### src/rtl/cfq_pkg.sv
// Shared command and status codes, field widths and sequencer states for the circular FIFO.
`default_nettype none
package cfq_pkg;

	localparam int CMD_W   = 3;
	localparam int WORD_W  = 32;
	localparam int TOTAL_W = 5;
	localparam int STAT_W  = 2;

	// tdata of a result: three words, count, three flags, status, padded to bytes
	localparam int RES_BITS = 3 * WORD_W + TOTAL_W + 3 + STAT_W;
	localparam int RES_W    = ((RES_BITS + 7) / 8) * 8;

	localparam logic [CMD_W-1:0] CMD_NONE = 3'd0;
	localparam logic [CMD_W-1:0] CMD_ENQ  = 3'd1;
	localparam logic [CMD_W-1:0] CMD_DEQ  = 3'd2;
	localparam logic [CMD_W-1:0] CMD_HAS  = 3'd3;
	localparam logic [CMD_W-1:0] CMD_CLR  = 3'd4;

	localparam logic [STAT_W-1:0] STATUS_OK    = 2'd0;
	localparam logic [STAT_W-1:0] STATUS_EMPTY = 2'd1;
	localparam logic [STAT_W-1:0] STATUS_FULL  = 2'd2;

	typedef enum logic [2:0] {
		ST_IDLE  = 3'b001,
		ST_FRONT = 3'b010,
		ST_SCAN  = 3'b100
	} seq_state_t;

endpackage
`default_nettype wire

### src/rtl/cfq_ram.sv
// Slot storage: one write port, one read port with registered read data.
`default_nettype none
module cfq_ram #(
	parameter int DEPTH      = 16,
	parameter int DATA_WIDTH = 32
) (
	input  wire logic                         clk,
	input  wire logic                         wr_en,
	input  wire logic [$clog2(DEPTH)-1:0]     wr_addr,
	input  wire logic [DATA_WIDTH-1:0]        wr_data,
	input  wire logic [$clog2(DEPTH)-1:0]     rd_addr,
	output logic      [DATA_WIDTH-1:0]        rd_data
);

	logic [DATA_WIDTH-1:0] mem_q [DEPTH];

	always_ff @(posedge clk) begin
		if (wr_en) begin
			mem_q[wr_addr] <= wr_data;
		end
	end

	always_ff @(posedge clk) begin
		rd_data <= mem_q[rd_addr];
	end

endmodule
`default_nettype wire

### src/rtl/circular_fifo_queue.sv
// Top level of the circular FIFO queue: command decode, sequencer, pointers and result register.
`default_nettype none
// Ring-buffer FIFO of DEPTH words of DATA_WIDTH bits. Each request carries a command in
// s_tuser (none, enqueue, dequeue, contains, clear) and a word in s_tdata, and yields one
// result on the m_ side with the dequeued word, the front and rear words, the count, the
// empty and full flags, the contains hit and a status code. Slots live in a single-port-read
// RAM; front and rear words are kept in registers so most commands finish at once.
// None, clear, enqueue, errors, contains on an empty queue and a dequeue that empties the
// queue answer straight from the idle state. A dequeue that leaves words behind passes
// through ST_FRONT, which loads the new front word read through the RAM read port. Contains
// passes through ST_SCAN, comparing entries up to and including the first match (all of
// them when nothing matches): the RAM read port and the single word comparator step through
// the live entries from the head, one per cycle. s_tready is low while a dequeue or search
// is in flight and while an undelivered result is stalled.
// An enqueue to a full queue is rejected with status 2; a dequeue from empty gives status 1.
// No clearing pass is needed after reset: only live slots are ever read.
module circular_fifo_queue #(
	parameter int DEPTH      = 16,
	parameter int DATA_WIDTH = 32
) (
	input  wire logic                       clk,
	input  wire logic                       arst_n,
	input  wire logic                       s_tvalid,
	output logic                            s_tready,
	input  wire logic [cfq_pkg::WORD_W-1:0] s_tdata,   // [31:0] data_in
	input  wire logic [cfq_pkg::CMD_W-1:0]  s_tuser,   // [2:0] cmd
	output logic                            m_tvalid,
	input  wire logic                       m_tready,
	// [31:0] data_out, [63:32] front_word, [95:64] rear_word, [100:96] entry_total,
	// [101] is_empty, [102] is_full, [103] found, [105:104] status, [111:106] zero
	output logic      [cfq_pkg::RES_W-1:0]  m_tdata
);
	import cfq_pkg::*;

	localparam int AW = $clog2(DEPTH);
	localparam int CW = $clog2(DEPTH + 1);
	localparam logic [AW-1:0] LAST_SLOT = AW'(DEPTH - 1);

	// sequencer and pointer state
	seq_state_t       st_q;
	logic [AW-1:0]    head_q;
	logic [AW-1:0]    tail_q;
	logic [CW-1:0]    count_q;
	logic [AW-1:0]    scan_pos_q;
	logic [CW-1:0]    left_q;
	logic             out_valid_q;

	// payload registers
	logic [DATA_WIDTH-1:0] front_q;
	logic [DATA_WIDTH-1:0] rear_q;
	logic [DATA_WIDTH-1:0] word_q;     // search key held during a scan
	logic [WORD_W-1:0]     taken_q;
	logic                  found_q;
	logic [STAT_W-1:0]     status_q;

	// decode
	logic                  accept;
	logic [DATA_WIDTH-1:0] word_in;
	logic                  q_empty;
	logic                  q_full;
	logic [AW-1:0]         head_nxt;
	logic [AW-1:0]         tail_nxt;
	logic [AW-1:0]         scan_nxt;
	logic                  hit;
	logic                  scan_end;

	// RAM hookup
	logic                  ram_we;
	logic [AW-1:0]         ram_rd_addr;
	logic [DATA_WIDTH-1:0] ram_rd_data;

	function automatic logic [AW-1:0] next_pos(input logic [AW-1:0] p);
		next_pos = (p == LAST_SLOT) ? '0 : p + AW'(1);
	endfunction

	assign s_tready = (st_q == ST_IDLE) && (!out_valid_q || m_tready);
	assign accept   = s_tvalid && s_tready;
	assign word_in  = DATA_WIDTH'(s_tdata);
	assign q_empty  = (count_q == '0);
	assign q_full   = (count_q == CW'(DEPTH));
	assign head_nxt = next_pos(head_q);
	assign tail_nxt = next_pos(tail_q);
	assign scan_nxt = next_pos(scan_pos_q);

	// the shared comparator: one live entry per cycle against the held key
	assign hit      = (ram_rd_data == word_q);
	assign scan_end = hit || (left_q == CW'(1));

	assign ram_we = accept && (s_tuser == CMD_ENQ) && !q_full;

	// the dequeue prefetches the new front, the search starts at the head
	always_comb begin
		if (st_q == ST_SCAN) begin
			ram_rd_addr = scan_pos_q;
		end else if (s_tuser == CMD_DEQ) begin
			ram_rd_addr = head_nxt;
		end else begin
			ram_rd_addr = head_q;
		end
	end

	cfq_ram #(
		.DEPTH      (DEPTH),
		.DATA_WIDTH (DATA_WIDTH)
	) u_ram (
		.clk     (clk),
		.wr_en   (ram_we),
		.wr_addr (tail_nxt),
		.wr_data (word_in),
		.rd_addr (ram_rd_addr),
		.rd_data (ram_rd_data)
	);

	// control: sequencer, pointers, count, result valid
	always_ff @(posedge clk or negedge arst_n) begin
		if (!arst_n) begin
			st_q        <= ST_IDLE;
			head_q      <= '0;
			tail_q      <= LAST_SLOT;
			count_q     <= '0;
			scan_pos_q  <= '0;
			left_q      <= '0;
			out_valid_q <= 1'b0;
		end else begin
			if (m_tvalid && m_tready) begin
				out_valid_q <= 1'b0;
			end
			case (st_q)
				ST_IDLE: begin
					if (accept) begin
						out_valid_q <= 1'b1;
						case (s_tuser)
							CMD_ENQ: begin
								if (!q_full) begin
									tail_q  <= tail_nxt;
									count_q <= count_q + CW'(1);
								end
							end
							CMD_DEQ: begin
								if (count_q == CW'(1)) begin
									head_q  <= '0;
									tail_q  <= LAST_SLOT;
									count_q <= '0;
								end else if (!q_empty) begin
									head_q      <= head_nxt;
									count_q     <= count_q - CW'(1);
									out_valid_q <= 1'b0;
									st_q        <= ST_FRONT;
								end
							end
							CMD_HAS: begin
								if (!q_empty) begin
									scan_pos_q  <= head_nxt;
									left_q      <= count_q;
									out_valid_q <= 1'b0;
									st_q        <= ST_SCAN;
								end
							end
							CMD_CLR: begin
								head_q  <= '0;
								tail_q  <= LAST_SLOT;
								count_q <= '0;
							end
							default: begin
							end
						endcase
					end
				end
				ST_FRONT: begin
					out_valid_q <= 1'b1;
					st_q        <= ST_IDLE;
				end
				ST_SCAN: begin
					if (scan_end) begin
						out_valid_q <= 1'b1;
						st_q        <= ST_IDLE;
					end else begin
						left_q     <= left_q - CW'(1);
						scan_pos_q <= scan_nxt;
					end
				end
				default: begin
					st_q <= ST_IDLE;
				end
			endcase
		end
	end

	// payload: cached front/rear words and result fields
	always_ff @(posedge clk) begin
		case (st_q)
			ST_IDLE: begin
				if (accept) begin
					taken_q  <= '0;
					found_q  <= 1'b0;
					status_q <= STATUS_OK;
					case (s_tuser)
						CMD_ENQ: begin
							if (q_full) begin
								status_q <= STATUS_FULL;
							end else begin
								rear_q <= word_in;
								if (q_empty) begin
									front_q <= word_in;
								end
							end
						end
						CMD_DEQ: begin
							if (q_empty) begin
								status_q <= STATUS_EMPTY;
							end else begin
								taken_q <= WORD_W'(front_q);
							end
						end
						CMD_HAS: begin
							word_q <= word_in;
						end
						default: begin
						end
					endcase
				end
			end
			ST_FRONT: begin
				front_q <= ram_rd_data;
			end
			ST_SCAN: begin
				if (scan_end) begin
					found_q <= hit;
				end
			end
			default: begin
			end
		endcase
	end

	// result fields; state only moves once the pending result is taken
	logic [WORD_W-1:0]  front_word;
	logic [WORD_W-1:0]  rear_word;
	logic [TOTAL_W-1:0] entry_total;

	assign front_word  = q_empty ? '0 : WORD_W'(front_q);
	assign rear_word   = q_empty ? '0 : WORD_W'(rear_q);
	assign entry_total = TOTAL_W'(count_q);

	assign m_tvalid = out_valid_q;
	assign m_tdata  = RES_W'({status_q, found_q, q_full, q_empty, entry_total,
		rear_word, front_word, taken_q});

	// checks
	logic [CW:0]   tail_sum;
	logic [AW-1:0] tail_expect;

	always_comb begin
		tail_sum = {1'b0, CW'(head_q)} + {1'b0, count_q} - (CW + 1)'(1);
		if (tail_sum >= (CW + 1)'(DEPTH)) begin
			tail_expect = AW'(tail_sum - (CW + 1)'(DEPTH));
		end else begin
			tail_expect = AW'(tail_sum);
		end
	end

	a_count_range: assert property (@(posedge clk) disable iff (!arst_n)
		count_q <= CW'(DEPTH))
		else $error("entry count above depth");

	a_empty_ptrs: assert property (@(posedge clk) disable iff (!arst_n)
		q_empty |-> (head_q == '0 && tail_q == LAST_SLOT))
		else $error("empty queue with pointers not at home");

	a_tail_track: assert property (@(posedge clk) disable iff (!arst_n)
		!q_empty |-> (tail_q == tail_expect))
		else $error("tail does not follow head plus count");

	a_scan_live: assert property (@(posedge clk) disable iff (!arst_n)
		(st_q == ST_SCAN) |-> (left_q != '0 && left_q <= count_q && !out_valid_q))
		else $error("scan running past live entries or over a pending result");

endmodule
`default_nettype wire
### config.mk
export PLATFORM = sky130hd
export DESIGN_NAME = circular_fifo_queue
export DESIGN_NICKNAME = d
export VERILOG_FILES = /design/src/rtl/cfq_pkg.sv /design/src/rtl/cfq_ram.sv /design/src/rtl/circular_fifo_queue.sv
export SDC_FILE = /design/constraint.sdc
export NUM_CORES = 1
export LEC_CHECK = 0
export BUFFER_PORTS_ARGS = -buffer_cell sky130_fd_sc_hd__buf_2
export CAP_MARGIN = 10
export CORE_MARGIN = 2
export CORE_UTILIZATION = 45
export DETAILED_ROUTE_END_ITERATION = 10
export PLACE_DENSITY = 0.63
export SLEW_MARGIN = 20
export SYNTH_ARGS = -nofsm -noshare
export SYNTH_HDL_FRONTEND = slang
export SYNTH_SLANG_ARGS = --single-unit
### constraint.sdc
create_clock -name clk -period 5.5 [get_ports clk]
set_input_delay 0.55 -clock clk [delete_from_list [all_inputs] [get_ports clk]]
set_output_delay 0.55 -clock clk [all_outputs]
set_load 0.02 [all_outputs]
==> metrics.txt <==
final WL=roughly 74 mm; Final nets=between 2000 and 2500; first-pass GRT wire length=between 100 and 150 mm; max_cap viols=0; Ys Warns=0; antenna cells=0; antenna violations before repair=2; FP Rows=a little over 90; RSZ-0062 raised after global routing=false; Pleak=between 10 and 15 nW; R2R Setup Slk=about 1.5 ns; syn avg cell area=15.5 µm²; root buf cell=clkbuf_16; ranking of synthesized cells by area=edfxtp_1 68%, a211oi_1 6.4%, and3_1 4.2%; die area=around 65000 µm²; ys async rst share=0.0371; Max Buffers Root-to-Sink=3; GRT overflow=0; Slew @ Worst Pin=between 1 and 1.5 ns; Min-Delay Startpoint=m_tready; io pins=approximately 150; min-delay worst type=input port to flop; cts bufs inserted=74; Final Slew Violations=0; synth unique cells=61; clk_skew=0.0306 ns; number of port buffers=~150; Critical Path, Cell by Cell=ha_1, nor4bb_1, a211o_4, nand2_8, buf_4, a211oi_1, nor4_1, or4_1; Worst EP required=about 6.0 ns; CTS clk-pin slew, worst paths=about 0.06 ns; total power=between 15 and 20 mW; slowest stage cell on the critical path=or4_1; Syn Inst Count=between 1500 and 2000; gr usage total=0.222; Routed WL per cell=25.8 µm; status=complete, but fails checks; final hold violation count=0; failing checks=design-rule violations; top cell type by total area after synthesis=edfxtp_1; worst reg2reg path depth=8; Hold Path Stages=3; Final Cycle Share=0.719; Worst R2R Start=head_q[0]; Area Growth Syn to Fin=14.3%; fraction of layout cells with a size suffix above 1=0.195; Max-slew headroom=0.291; power density cells=around 470 nW/µm²; vias per inst=between 5 and 6; via count=around 17000; FMAX=~0.25 GHz; Worst Setup SP=head_q[0]; EDFF count, synth=643; Crit path arrival time=4.44 ns; CP max FO=83; Synth Cell Area=around 28000 µm²; Worst-Skew Late Latency=between 0.6 and 0.7 ns; Register Area=between 20000 and 25000 µm²; Die Height=about 260 µm; Seq cells post-synth=about 700; fill count=5146; post-route setup TNS=0 ns; setup violators final=0; Die W=255 µm; clk sinks=about 700; H-tree Lvls=3; reg-to-reg endpoint=u_ram.rd_data[11]; predominant post-synthesis flop cell=edfxtp_1; number of global-route vias before repair=16702; crit path capture=u_ram.rd_data[11]; Starting Density=0.453; worst setup path class=flop to flop; Core Region=about 63000 µm²; CTS tree=built; largest net degree at the start of global routing=187; drc violations=1; multi-input logic area=between 7000 and 8000 µm²; ANT nets after route=0; initial DRC count=about 1800; Synth top area share=0.679; post-route minimum period=slightly below 4 ns; post-synthesis sequential area ratio=0.724; max incr delay on CP=0.55 ns; Placer Congestion=between 0.8 and 0.9; Worst setup SP type=flop; Setup crit end kind=flop; drt first pass iters=8; Worst IR Drop VDD=approximately 370 µV; post-DP HPWL=between 40 and 50 mm
where the power goes:
part	switching, mW	internal [mW]
clock network	2.06	2.98
registers	0.288	6.16
logic	2.60	1.35
total	4.94	10.5
sequential cells by signal, indices dropped and copies added (netlist names):
| register | flops |
|---|---|
| tail_q | 4 |
| u_ram.rd_data | 32 |
| taken_q | 32 |
| u_ram.mem_q | 512 |
| left_q | 5 |
| status_q | 2 |
| front_q | 32 |
| word_q | 32 |
| count_q | 5 |
| st_q | 3 |
| head_q | 4 |
| scan_pos_q | 4 |
| m_tvalid | 1 |
| found_q | 1 |
| rear_q | 32 |
layer usage:
metal | wire length [µm] | vias to the layer above | track usage
met5 | 0 | - | 0
met3 | 5370 | 117 | 0.0343
met1 | 32100 | 8622 | 0.317
met4 | 1950 | 0 | 0.0750
met2 | 34300 | 740 | 0.348
li1 | - | 7506 | -
cell usage after synthesis, types with 4 or more instances:
| cell type | number |
|---|---|
| a211oi_1 | 242 |
| a211oi_2 | 12 |
| a21o_1 | 5 |
| a21oi_1 | 14 |
| a31oi_1 | 6 |
| and2_1 | 50 |
| and3_1 | 190 |
| buf_1 | 9 |
| buf_2 | 28 |
| buf_4 | 10 |
| buf_6 | 10 |
| clkbuf_1 | 89 |
| dfrtp_1 | 21 |
| dfstp_2 | 5 |
| dfxtp_1 | 32 |
| edfxtp_1 | 643 |
| ha_1 | 13 |
| inv_1 | 13 |
| mux2_2 | 32 |
| mux2i_1 | 65 |
| mux4_2 | 4 |
| nand2_1 | 13 |
| nand2b_1 | 12 |
| nand3_1 | 7 |
| nand4_1 | 9 |
| nor2_1 | 23 |
| nor2b_1 | 70 |
| nor3_1 | 9 |
| nor3b_1 | 6 |
| nor4_1 | 64 |
| o21a_1 | 4 |
| o21ai_0 | 10 |
| o22ai_1 | 4 |
| o31ai_1 | 7 |
| or4_1 | 32 |
| xnor2_1 | 34 |
layout make-up:
class,count,share of cell area
Multi-Input combinational cell,975,0.222
Timing Repair Buffer,192,0.0343
Inverter,13,0.00150
Tap cell,846,0.0325
Clock inverter,35,0.0107
Sequential cell,701,0.634
Clock buffer,100,0.0659
critical path, delay by kind of cell, from the launching register on:
kind	cells	cell delay [ns]
AOI/OAI and AO/OA	2	0.90
adders and majority gates	1	0.32
buffers and inverters	1	0.50
DFF	1	0.44
and+or+nand+nor	4	1.50
cells by family (layout without fill, tap and decap cells):
| kind of cell | after synthesis | in the layout | share of synthesized area |
|---|---|---|---|
| AOI/OAI and AO/OA | 323 | 323 | 0.0852 |
| xor gates and xnor gates | 35 | 35 | 0.0108 |
| adders and majority gates | 13 | 13 | 0.00572 |
| buffers and inverters | 163 | 340 | 0.0272 |
| DFF | 701 | 701 | 0.724 |
| muxes | 101 | 101 | 0.0387 |
| other | 1 | 6 | 0.000132 |
| and+or+nand+nor | 497 | 497 | 0.108 |
worst min-delay path by stage:
stage	to
after floorplan	count_q[0]
after global placement	left_q[4]
after detailed placement	left_q[4]
after CTS	m_tvalid
after global routing	m_tvalid
final	m_tvalid
cell usage in the layout, fill, tap and decap left out, drive strengths merged, types with 24 or more instances in the layout:
master	Yosys	routed
dfxtp	32	32
and3	190	190
or4	32	32
mux2i	65	65
clkinv	0	24
buf	58	191
clkbuf	92	100
a211oi	254	254
nor4	64	64
mux2	32	32
and2	50	50
nor2b	70	70
xnor2	34	34
edfxtp	643	643
timing repair:
action                    4_1_cts  5_1_grt
hold endpoints to repair       21        0
gates resized for setup         0        0
setup buffers                   0        0
hold buffers                    1        0
through the flow:
step | cells | utilization | worst slack [ns] | instance area (µm²) | hold slack (ns)
finish | 2862 | 0.518 | 1.55 | 32500 | 0.320
floorplan | 1839 | - | 1.68 | 28500 | 0.254
global placement | 2726 | 0.479 | 1.62 | 30000 | 0.488
global route | 2862 | 0.518 | 1.45 | 32500 | 0.337
CTS | 2862 | 0.518 | 1.62 | 32500 | 0.305
detailed placement | 2726 | 0.479 | 1.53 | 30000 | 0.510
Note: power is estimated with default switching activity, not from simulation.
